`src/program_header_table_checker_core_macros.svh`:
```
// ----------------------------------------------------------------------------
// Program header table checker assertion macros
// Shared concurrent assertion forms, clocked on clk and idle during reset.
// ----------------------------------------------------------------------------
`ifndef PROGRAM_HEADER_TABLE_CHECKER_CORE_MACROS_SVH
`define PROGRAM_HEADER_TABLE_CHECKER_CORE_MACROS_SVH

// The condition holds at every clock edge out of reset.
`define PHTC_ASSERT_ALWAYS(lbl, cond, msg) \
  lbl: assert property (@(posedge clk) disable iff (!rst_n) (cond)) else $error(msg);

// The consequent holds in the same cycle as the antecedent.
`define PHTC_ASSERT_IMP(lbl, ante, cons, msg) \
  lbl: assert property (@(posedge clk) disable iff (!rst_n) (ante) |-> (cons)) else $error(msg);

// The consequent holds in the cycle after the antecedent.
`define PHTC_ASSERT_NXT(lbl, ante, cons, msg) \
  lbl: assert property (@(posedge clk) disable iff (!rst_n) (ante) |=> (cons)) else $error(msg);

`endif

```
`src/phtc_pkg.sv`:
```
// ----------------------------------------------------------------------------
// Program header table checker package
// Widths, type codes, error bit positions and shared structures.
// ----------------------------------------------------------------------------
`default_nettype none

package phtc_pkg;

  localparam int unsigned WORD_W        = 64;
  localparam int unsigned TYPE_W        = 32;
  localparam int unsigned ERR_W         = 17;
  localparam int unsigned PADDR_W       = 5;
  localparam int unsigned REG_IDX_W     = 2;
  localparam int unsigned MAX_LOADS_DEF = 64;

  localparam logic [REG_IDX_W-1:0] REG_FILE_SIZE    = 2'd0;
  localparam logic [REG_IDX_W-1:0] REG_TABLE_OFFSET = 2'd1;
  localparam logic [REG_IDX_W-1:0] REG_TABLE_BYTES  = 2'd2;

  localparam logic [TYPE_W-1:0] TY_LOAD    = 32'd1;
  localparam logic [TYPE_W-1:0] TY_DYNAMIC = 32'd2;
  localparam logic [TYPE_W-1:0] TY_INTERP  = 32'd3;
  localparam logic [TYPE_W-1:0] TY_SHLIB   = 32'd5;
  localparam logic [TYPE_W-1:0] TY_PHDR    = 32'd6;
  localparam logic [TYPE_W-1:0] TY_TLS     = 32'd7;
  localparam logic [TYPE_W-1:0] TY_OS_LOW  = 32'h6000_0000;
  localparam logic [TYPE_W-1:0] TY_PROC_HI = 32'h7FFF_FFFF;

  localparam int unsigned ERR_BEYOND_FILE  = 0;
  localparam int unsigned ERR_ADDR_WRAP    = 1;
  localparam int unsigned ERR_LOAD_ORDER   = 2;
  localparam int unsigned ERR_MEM_SMALL    = 3;
  localparam int unsigned ERR_ALIGN        = 4;
  localparam int unsigned ERR_DUP_DYNAMIC  = 5;
  localparam int unsigned ERR_DUP_INTERP   = 6;
  localparam int unsigned ERR_LATE_INTERP  = 7;
  localparam int unsigned ERR_INTERP_TERM  = 8;
  localparam int unsigned ERR_RESERVED     = 9;
  localparam int unsigned ERR_DUP_PHDR     = 10;
  localparam int unsigned ERR_LATE_PHDR    = 11;
  localparam int unsigned ERR_PHDR_EXTENT  = 12;
  localparam int unsigned ERR_INVALID_TYPE = 13;
  localparam int unsigned ERR_PHDR_OUTSIDE = 14;
  localparam int unsigned ERR_DYN_OUTSIDE  = 15;
  localparam int unsigned ERR_STORE_FULL   = 16;

  typedef struct packed {
    logic [TYPE_W-1:0] seg_type;
    logic [WORD_W-1:0] seg_offset;
    logic [WORD_W-1:0] seg_file_bytes;
    logic [WORD_W-1:0] seg_address;
    logic [WORD_W-1:0] seg_mem_bytes;
    logic [WORD_W-1:0] seg_alignment;
    logic              interp_terminated;
    logic              final_header;
  } item_t;

  typedef struct packed {
    logic [ERR_W-1:0] error_bits;
    logic             table_ok;
    logic             is_final;
  } result_t;

  typedef struct packed {
    logic [WORD_W-1:0] file_size;
    logic [WORD_W-1:0] table_offset;
    logic [WORD_W-1:0] table_bytes;
  } cfg_regs_t;

  typedef struct packed {
    logic [WORD_W-1:0] a;
    logic [WORD_W-1:0] b;
    logic              sub;
  } alu_req_t;

  typedef struct packed {
    logic [WORD_W-1:0] sum;
    logic              carry;
  } alu_rsp_t;

endpackage

`default_nettype wire

```
`src/phtc_alu.sv`:
```
// ----------------------------------------------------------------------------
// Program header table checker shared adder
// One 64-bit add/subtract unit with carry out, used for the sequencer's offset, size, address and scan compares.
// ----------------------------------------------------------------------------
`default_nettype none

module phtc_alu (
  input  phtc_pkg::alu_req_t req,
  output phtc_pkg::alu_rsp_t rsp
);
  import phtc_pkg::*;

  logic [WORD_W-1:0] b_eff;
  logic [WORD_W:0]   total;

  assign b_eff = req.sub ? ~req.b : req.b;
  assign total = {1'b0, req.a} + {1'b0, b_eff} + {{WORD_W{1'b0}}, req.sub};

  assign rsp.sum   = total[WORD_W-1:0];
  assign rsp.carry = total[WORD_W];

endmodule

`default_nettype wire

```
`config.mk`:
```
export PLATFORM = sky130hd
export DESIGN_NAME = phtc_alu
export DESIGN_NICKNAME = d
export VERILOG_FILES = /design/src/program_header_table_checker_core_macros.svh /design/src/phtc_pkg.sv /design/src/phtc_alu.sv
export SDC_FILE = /design/constraint.sdc
export NUM_CORES = 1
export LEC_CHECK = 0
export BUFFER_PORTS_ARGS = -buffer_cell sky130_fd_sc_hd__buf_2
export CORE_ASPECT_RATIO = 1.75
export CORE_MARGIN = 5
export CORE_UTILIZATION = 51
export DETAILED_ROUTE_END_ITERATION = 8
export PLACE_DENSITY = 0.88
export SLEW_MARGIN = 20
export SYNTH_ARGS = -nofsm -noshare
export SYNTH_HDL_FRONTEND = slang
export SYNTH_SLANG_ARGS = --single-unit
```
`constraint.sdc`:
```
create_clock -name vclk -period 7.45
set_input_delay 1.8625 -clock vclk [all_inputs]
set_output_delay 1.8625 -clock vclk [all_outputs]
set_load 0.1 [all_outputs]
```
==> metrics.md, run 1 <==
| Metric | Value |
|---|---|
| Outcome | completed |
| Largest net degree at the start of global routing | 26 |
| Worst slack, placed | 303.5 ps |
| Fill cells | 679 |
| Final cycle utilization of the critical path | 95.69% |
| Crit path DAT | 5270 ps |
| # hold bufs at CTS | 0 |
| Fin. max-slew vios | 0 |
| TritonRoute pass-1 iters | 5 |
| Data required time of the critical path | 5590 ps |
| Placer Congestion | 1.024 |
| P_int | 580.8 uW |
| Final setup viols | 0 |
| Overflow after GRT | 0 |
| Busiest grt layer | met2 |
| Syn. warnings | 0 |
| Sw Pwr | about 1400 uW |
| CP peak stage delay | 610 ps |
| RSZ-0062 raised after global routing | no |
| Combinational group share of total power | 100.0% |
| Leak Pwr | about 0.0032 uW |
| Top cells by area, synth | ha_1 19%, xor2_1 17%, a21oi_1 9.0% |
| Port bufs | 194 |
| Initial Util | 52.19% |
| Syn avg cell area | ~7 sq um |
| Met2 usage | 65.65% |
| Sequential Area | 0 sq um |
| Setup Fix Bufs, Post-CTS | 0 |
| Final WS setup | approximately 320 ps |
| Num ports | 194 |
| Synth Instances | 636 |
| Max Clk Rate | 140.3 MHz |
| Sequential share of the synthesized area | 0% |
| Worst-margin pin slew | between 600 and 700 ps |
| Num sequential | 0 |
| Crit. End Element | output port |
| Worst Path Max Fanout | 25 |
| CP top delay family | compound AO/OA/AOI/OAI gates |
| Peak supply drop | 0.0002940 V |
| Min cycle time layout | ~7100 ps |
| Crit-path cells | buf_4 > buf_12 > xor2_1 > ha_1 > a21oi_1 > a21boi_0 > o21ai_0 > a2111oi_0 > o311ai_1 > a31oi_1 > buf_4 > a41oi_1 > xnor2_2 > buf_12 |
| PwrDens | just over 300 nW/um^2 |
| FP Rows | 45 |
| Die area | 10990 sq um |
| Via count | around 5.6k |
| Area delta synth->final | 40.60% |
| Sequential power share | 0% |
| Pwr Total | 1971 uW |
| Top post-synthesis cells by count | 86 x xor2_1, 82 x a21oi_1, 69 x ha_1 |
| DR DRC count | 0 |
| Share of layout cells above drive strength 1 | 32.15% |
| Met1 Use GR | 28.91% |
| Slowest-stage cell, CP | a2111oi_0 |
| Nets | 1016 |
| Core ar. | a little under 9000 sq um |
| Die Y | around 140 um |
| Fin. Hold Viols | 0 |
| Wirelength per Cell | 19.38 um |
| Max_slew headroom | between 50% and 60% |
| Vias per std cell | a little over 6 |
| Max_cap viols | 0 |
| Clock share of power | 0% |
| Post-DP HPWL | 15680 um |
| Setup CP Type | in2out |
| Top-count cell post-synth | xor2_1 |
| Synth unique cells | 71 |
| Crit start category | primary input |
| Vias in the first global route | 6059 |
| Hold/Removal Path Class | in2out |
| ANT nets after route | 0 |
| Syn Nets | 835 |
| Clkbuf count | 0 |
| Die width | 81.44 um |
| Crit path buf inv count | 4 |
| First-pass GRT wire length | between 20000 and 30000 um |
| Yosys top cell by area | ha_1 |
| Area share of the largest cell type after synthesis | 18.96% |
| Initial drt markers | 336 |
| Initial antenna violation count | 3 |
| Synthesized area | 4554 sq um |
| Met3 GRT Util | 6.142% |
| Total Routing Usage GR | between 30% and 40% |
| Routed WL | 18120 um |
| Net Sw Frac | 70.54% |
placed cells by master, fill, tap and decap left out, types with 3 or more instances in the layout:
cell type  synthesis  final
ha_1              69     69
and3_1             3      3
nor3_1             6      6
a21oi_1           82     81
a21o_2             3      3
and2_1             7      7
buf_2              2    157
buf_4              4      8
a31oi_1            7      7
xor2_1            86     77
a211oi_1           4      4
nand3_1           10     10
a21o_1            32     32
inv_1             20     20
o21bai_1          11     11
or3_1              3      3
a21boi_0           5      4
diode_2            0      3
nand4_1           14     14
nor4_1             5      5
nor2_1            37     37
nand2_1           61     61
o21a_1             5      5
o31ai_1            5      5
o21ai_0           34     34
o211ai_1           3      3
a2111oi_0          4      4
nand2b_1           5      5
a311oi_2           2      3
buf_12             0     37
xnor2_2            0     22
xnor2_1           37     15
nor2b_1            4      4
xor2_2             0      9
power groups by stage:
stage          sequential [uW]  combinational, uW  clock (uW)
6_report                     0               1970   0.0000539
3_3_place_gp                 0               1940           0
4_1_cts                      0               1960           0
5_1_grt                      0               2050   0.0000179
2_1_floorplan                0               1420           0
3_5_place_dp                 0               1960           0
what timing repair did:
item	4_1_cts	5_1_grt
endpoints found under the hold margin	0	0
gates resized for setup	0	2
endpoints found under the setup margin	0	5
per-layer routing:
layer / vias to the layer above / routed length [um]
met5: - / 18
met4: 2 / 823
met3: 63 / 1107
met2: 284 / 10280
met1: 2607 / 5883
li1: 2691 / -
metrics by stage:
stage	setup TNS, ps	instances	instance area, sq um	hold slack, ps	util [%]
floorplan	-976.8	636	4797	4166	-
global placement	0	932	6392	4159	73.25
detailed placement	0	932	6392	4175	73.25
CTS	0	932	6392	4176	73.25
global route	0	933	6399	4184	73.32
finish	0	935	6404	4172	73.38
layout make-up:
type / count / area, sq um / area share (%)
diodes: 3 / 7.507 / 0.1172
inverters: 20 / 75.07 / 1.172
well taps: 117 / 146.4 / 2.286
multi-input cells: 592 / 4577 / 71.47
repair buffers: 203 / 1598 / 24.95
worst paths after layout:
kind	startpoint	cells past startpoint	end	slack, ps
max	req[0]	14	rsp[50]	320
min	req[65]	3	rsp[1]	4170
cell families (layout without fill, tap and decap cells):
family	after synthesis	in the layout	share of synthesized area, %
adders and majority gates	70	70	19.40
muxes	2	2	0.4396
AOI/OAI and AO/OA	228	228	33.46
buffers and inverters	44	223	4.835
other	0	3	0
and+or+nand+nor	169	169	18.21
xor gates and xnor gates	123	123	23.65
(Power assumes the default switching activity.)
==> run 2, diff against run 1 <==
--- a/config.mk
+++ b/config.mk
@@ -6,6 +6,7 @@
 export NUM_CORES = 1
 export LEC_CHECK = 0
 export BUFFER_PORTS_ARGS = -buffer_cell sky130_fd_sc_hd__buf_2
+export CAP_MARGIN = 40
 export CORE_ASPECT_RATIO = 1.75
 export CORE_MARGIN = 5
 export CORE_UTILIZATION = 51
==> constraint.sdc (replaced) <==
create_clock -name vclk -period 7.45
set_input_delay 0.745 -clock vclk [all_inputs]
set_output_delay 0.745 -clock vclk [all_outputs]
set_load 0.1 [all_outputs]
==> run 2 against run 1 <==
Compared with the run above: non-clock buffer count shrank 8; wire length shrank 19%; global-route usage shrank 7.0 points; clock-buffer cell count is the same; critical path depth shrank 3; utilization shrank 9.9 points; die area is the same; final cell count shrank 1.2%; first-iteration DRC count shrank 22%; sequential cell count is the same; largest cell class unchanged; highest routed layer is now met4.
==> metrics.md, run 2 (same netlist as run 1, synthesis figures left out) <==
| Metric | Value |
|---|---|
| Sw Pwr | 1297 uW (-6.7%) |
| Die area | 10990 sq um (unchanged) |
| Initial antenna violation count | 0 (-3) |
| Final instance area | 5537 sq um (-14%) |
| Initial Util | 52.19% (unchanged) |
| Fill cells | 829 (+22%) |
| Num sequential | 0 (unchanged) |
| Setup_tns | 0 ps (unchanged) |
| Setup CP Type | in2out |
| Wirelength per Cell | 15.97 um (-18%) |
| Port bufs | 194 (unchanged) |
| Sequential power share | 0% (unchanged) |
| Leak Pwr | 0.002785 uW (-12%) |
| Hold/Removal Path Class | in2out |
| Combinational group share of total power | 100.0% (about the same) |
| Core ar. | 8727 sq um (unchanged) |
| Crit start category | primary input |
| Pwr Total | 1633 uW (-17%) |
| Outcome | completed |
| Crit. End Element | output port |
| Max_cap viols | 0 (unchanged) |
| Num ports | 194 (unchanged) |
| Peak supply drop | 0.0002643 V (-10%) |
| Final setup viols | 0 (unchanged) |
| Largest net degree at the start of global routing | 46 (+77%) |
| Setup Fix Bufs, Post-CTS | 0 (unchanged) |
| # hold bufs at CTS | 0 (unchanged) |
| Sequential Area | 0 sq um (unchanged) |
| Fin. max-slew vios | 0 (unchanged) |
| Max_slew headroom | 40.07% (-14 points) |
| Vias per std cell | 5.890 (-2.5%) |
| Via count | 5442 (-3.6%) |
| PwrDens | 294.9 nW/um^2 (-4.2%) |
| Fin. Hold Viols | 0 (unchanged) |
| Placed inst area | 5537 sq um (-13%) |
| Overflow after GRT | 0 (unchanged) |
| Most frequent cells in the layout | 193 x buf_2, 86 x xor2_1, 82 x a21oi_1 |
| P_int | 335.5 uW (-42%) |
| Worst Path Max Fanout | 45 (+80%) |
| RSZ-0062 raised after global routing | no |
| Max Clk Rate | 187.1 MHz (+33%) |
| Net Sw Frac | 79.45% (+8.9 points) |
| Die width | 81.44 um (unchanged) |
| TritonRoute pass-1 iters | 5 (unchanged) |
| Data required time of the critical path | 6700 ps (+1110 ps) |
| Routed WL | 14760 um (-19%) |
| Post-DP HPWL | 12860 um (-18%) |
| Antenna fix cells | 0 (-3) |
| Nets | 1008 (-0.79%) |
| Worst hold slack | 1932 ps (-2240 ps) |
| Final cycle utilization of the critical path | 71.73% (-24 points) |
| Clkbuf count | 0 (unchanged) |
| FP Rows | 45 (unchanged) |
| Initial drt markers | 263 (-22%) |
| Post-CTS Resized | 0 (unchanged) |
| DR DRC count | 0 (unchanged) |
| Commonest non-fill, non-tap cell in the layout | buf_2 |
| Worst-margin pin slew | 876.3 ps (+211.1 ps) |
| Area delta synth->final | 21.57% |
| Vias in the first global route | 5150 (-15%) |
| Share of layout cells above drive strength 1 | 27.39% (-4.8 points) |
| First-pass GRT wire length | 22980 um (-19%) |
| Min cycle time layout | 5344 ps (-1785 ps) |
| Clock share of power | 0% (unchanged) |
| Total Routing Usage GR | 25.33% (-7.0 points) |
| Die Y | 135.0 um (unchanged) |
| ANT nets after route | 0 (unchanged) |
| Crit path DAT | 4600 ps (-670 ps) |
| Placer Congestion | 1.031 (+0.72%) |
-- run 2: cell count changes in the layout (fill, tap and decap cells not counted), moves of 3 or more --
cell,delta
diode_2,-3
xnor2_2,-22
buf_12,-37
xor2_2,-9
xor2_1,+9
buf_2,+36
xnor2_1,+22
buf_4,-6
-- run 2: final timing paths --
path | start | end | slack, ps | depth (start not counted)
hold / removal | req[65] | rsp[1] | 1930 | 3
setup / recovery | req[0] | rsp[62] | 2110 | 11
-- run 2: cell type report --
type                       instances  area, sq um  share of cell area [%]
timing repair buffer             195        980.9                   17.72
multi-input combinational        592         4334                   78.28
tap                              117        146.4                   2.644
inverter                          20        75.07                   1.356
-- run 2: power groups by stage --
stage	sequential (uW)	clock, uW	combinational (uW)
2_1_floorplan	0	0	1370
3_3_place_gp	0	0	1620
3_5_place_dp	0	0	1620
4_1_cts	0	0	1630
5_1_grt	0	0	1710
6_report	0	0	1630
-- run 2: critical path, stage by stage --
cell,delay [ps]
buf_4,530
xor2_1,150
ha_1,400
a21oi_1,320
o22ai_1,150
a2111oi_0,770
a31oi_1,350
a31o_2,350
a21oi_1,190
xnor2_1,160
buf_2,460
-- run 2: per-layer routing --
metal / up-vias / track usage (%) / share of wire [%]
li1: 2674 / - / -
met1: 2470 / 27.02 / 36
met2: 255 / 49.23 / 53
met3: 43 / 3.338 / 7.8
met4: 0 / 7.613 / 3.2
met5: - / 0 / 0
-- run 2: metrics by stage --
stage | instances | util (%) | setup WS [ps]
finish | 924 | 63.44 | 2106
global route | 924 | 63.44 | 1770
CTS | 924 | 63.44 | 2145
detailed placement | 924 | 63.44 | 2142
global placement | 924 | 63.44 | 2217
floorplan | 636 | - | 1215
==> run 3, diff against run 2 <==
==> constraint.sdc (replaced) <==
create_clock -name vclk -period 5.3
set_input_delay 0.53 -clock vclk [all_inputs]
set_output_delay 0.53 -clock vclk [all_outputs]
set_load 0.1 [all_outputs]
==> run 3 against run 2 <==
Compared with the run above: worst hold slack got worse by 440 ps; wire length increased by 1.9%; die area unchanged; sequential cell count unchanged; utilization increased by 1.0 points; sequential share of layout area unchanged; combinational power increased by 43%; via count increased by 0.57%; clock-buffer cell count unchanged; critical endpoint is now rsp[27]; critical path depth increased by 3; global-route usage increased by 0.80 points.
==> metrics.md, run 3 (same netlist as run 1, synthesis figures left out) <==
| Metric | Value |
|---|---|
| PwrDens | 414.4 nW/um^2 (+41%) |
| Initial drt markers | 258 (-1.9%) |
| Core ar. | 8727 sq um (unchanged) |
| Area delta synth->final | 23.52% |
| Total Routing Usage GR | 26.13% (+0.80 points) |
| Min cycle time layout | 4784 ps |
| First-pass GRT wire length | 23910 um (+4.1%) |
| Final cycle utilization of the critical path | 90.26% |
| Peak supply drop | 0.0002931 V (+11%) |
| ANT nets after route | 0 (unchanged) |
| Vias in the first global route | 5424 (+5.3%) |
| Nets | 1010 (+0.20%) |
| Clkbuf count | 0 (unchanged) |
| Worst Path Max Fanout | 31 (-31%) |
| Antenna fix cells | 0 (unchanged) |
| CP startpoint | req[0] |
| RSZ-0062 raised after global routing | no |
| Most frequent cells in the layout | 190 x buf_2, 86 x xor2_1, 82 x a21oi_1 |
| Crit-path cells | buf_4 > xor2_1 > inv_1 > fa_1 > nor2b_1 > o21bai_2 > a2111oi_4 > o31ai_1 > a31oi_1 > a21boi_0 > o21ai_0 > a21oi_1 > xnor2_1 > buf_2 |
| Routed WL | 15030 um (+1.9%) |
| Initial Util | 52.19% (unchanged) |
| Post-DP HPWL | 13170 um (+2.4%) |
| Crit start category | primary input |
| Outcome | completed |
| Fin. Hold Viols | 0 (unchanged) |
| FP Rows | 45 (unchanged) |
| Hold/Removal Path Class | in2out |
| Setup CP Type | in2out |
| Port bufs | 194 (unchanged) |
| CP peak stage delay | 450 ps (-320 ps) |
| Hold path depth | 3 (unchanged) |
| Final setup viols | 0 (unchanged) |
| Via count | 5473 (+0.57%) |
| Crit. End Element | output port |
| Setup_tns | 0 ps (unchanged) |
| Setup Fix Bufs, Post-CTS | 0 (unchanged) |
| Die area | 10990 sq um (unchanged) |
| # hold bufs at CTS | 0 (unchanged) |
| Data required time of the critical path | 4770 ps (-1930 ps) |
| Slowest-stage cell, CP | buf_2 |
| DR DRC count | 0 (unchanged) |
| Max_cap viols | 0 (unchanged) |
| Sequential Area | 0 sq um (unchanged) |
| Crit path DAT | 4250 ps (-350 ps) |
| Overflow after GRT | 0 (unchanged) |
| Num ports | 194 (unchanged) |
| Fin. max-slew vios | 0 (unchanged) |
| Commonest non-fill, non-tap cell in the layout | buf_2 |
| Wirelength per Cell | 16.24 um (+1.7%) |
| Die Y | 135.0 um (unchanged) |
| TritonRoute pass-1 iters | 5 (unchanged) |
| Max Clk Rate | between 200 and 250 MHz |
| Leak Pwr | 0.002828 uW (+1.5%) |
| Num sequential | 0 (unchanged) |
| Largest net degree at the start of global routing | 32 (-30%) |
| Share of layout cells above drive strength 1 | 28.06% (+0.67 points) |
| Die width | 81.44 um (unchanged) |
| Worst Hold Launch | req[65] |
| Placer Congestion | 0.9851 (-4.5%) |
| Max_slew headroom | 44.92% (+4.8 points) |
| Worst-margin pin slew | 805.4 ps (-70.86 ps) |
| Vias per std cell | 5.910 (+0.35%) |
| Initial antenna violation count | 0 (unchanged) |
| Post-CTS Resized | 0 (unchanged) |
| Worst hold slack | 1496 ps (-436.4 ps) |
-- run 3: changes by cell type in the layout (fill, tap and decap cells not counted), sizes merged --
cell and delta:
buf +2
-- run 3: power breakdown --
| part | internal, uW | leakage [uW] | switching (uW) |
|---|---|---|---|
| registers | 0 | 0 | 0 |
| logic | 499 | 0.00283 | 1830 |
| clock network | 0 | 0 | 0 |
-- run 3: area by class of cell --
| type | instances | area (sq um) |
|---|---|---|
| inverter | 20 | 75.07 |
| tap | 117 | 146.4 |
| timing repair buffer | 197 | 1041 |
| multi-input combinational | 592 | 4363 |
| fill | 788 | 3102 |
-- run 3: per-layer routing --
layer	part of all wire (%)	routed length [um]	up-vias	GRT usage, %
met5	0	0	-	0
met4	3.0	453	0	7.331
met3	8.3	1247	43	4.406
met2	53	8043	266	51.13
met1	35	5289	2485	27.20
li1	-	-	2679	-
-- run 3: path summary, 6_finish.rpt --
path / slack, ps / end
hold / removal: 1500 / rsp[1]
setup / recovery: 520 / rsp[27]
-- run 3: critical path: cells and delay by family --
kind | cells | cell delay [ps]
AND/OR/NAND/NOR | 1 | 220
adder cells (fa/ha/maj) | 1 | 420
XOR/XNOR | 2 | 410
buffers and inverters | 3 | 900
AO/OA/AOI/OAI | 7 | 1740
-- run 3: per-stage QoR --
step | area (sq um) | utilization [%] | instances | setup WS (ps) | power (uW)
after floorplan | 4583 | - | 636 | 5.734 | 1931
after global placement | 5625 | 64.46 | 926 | 604.8 | 2306
after detailed placement | 5625 | 64.46 | 926 | 590.1 | 2317
after CTS | 5625 | 64.46 | 926 | 573.4 | 2323
after global routing | 5625 | 64.46 | 926 | 277.6 | 2436
final | 5625 | 64.46 | 926 | 516.2 | 2331
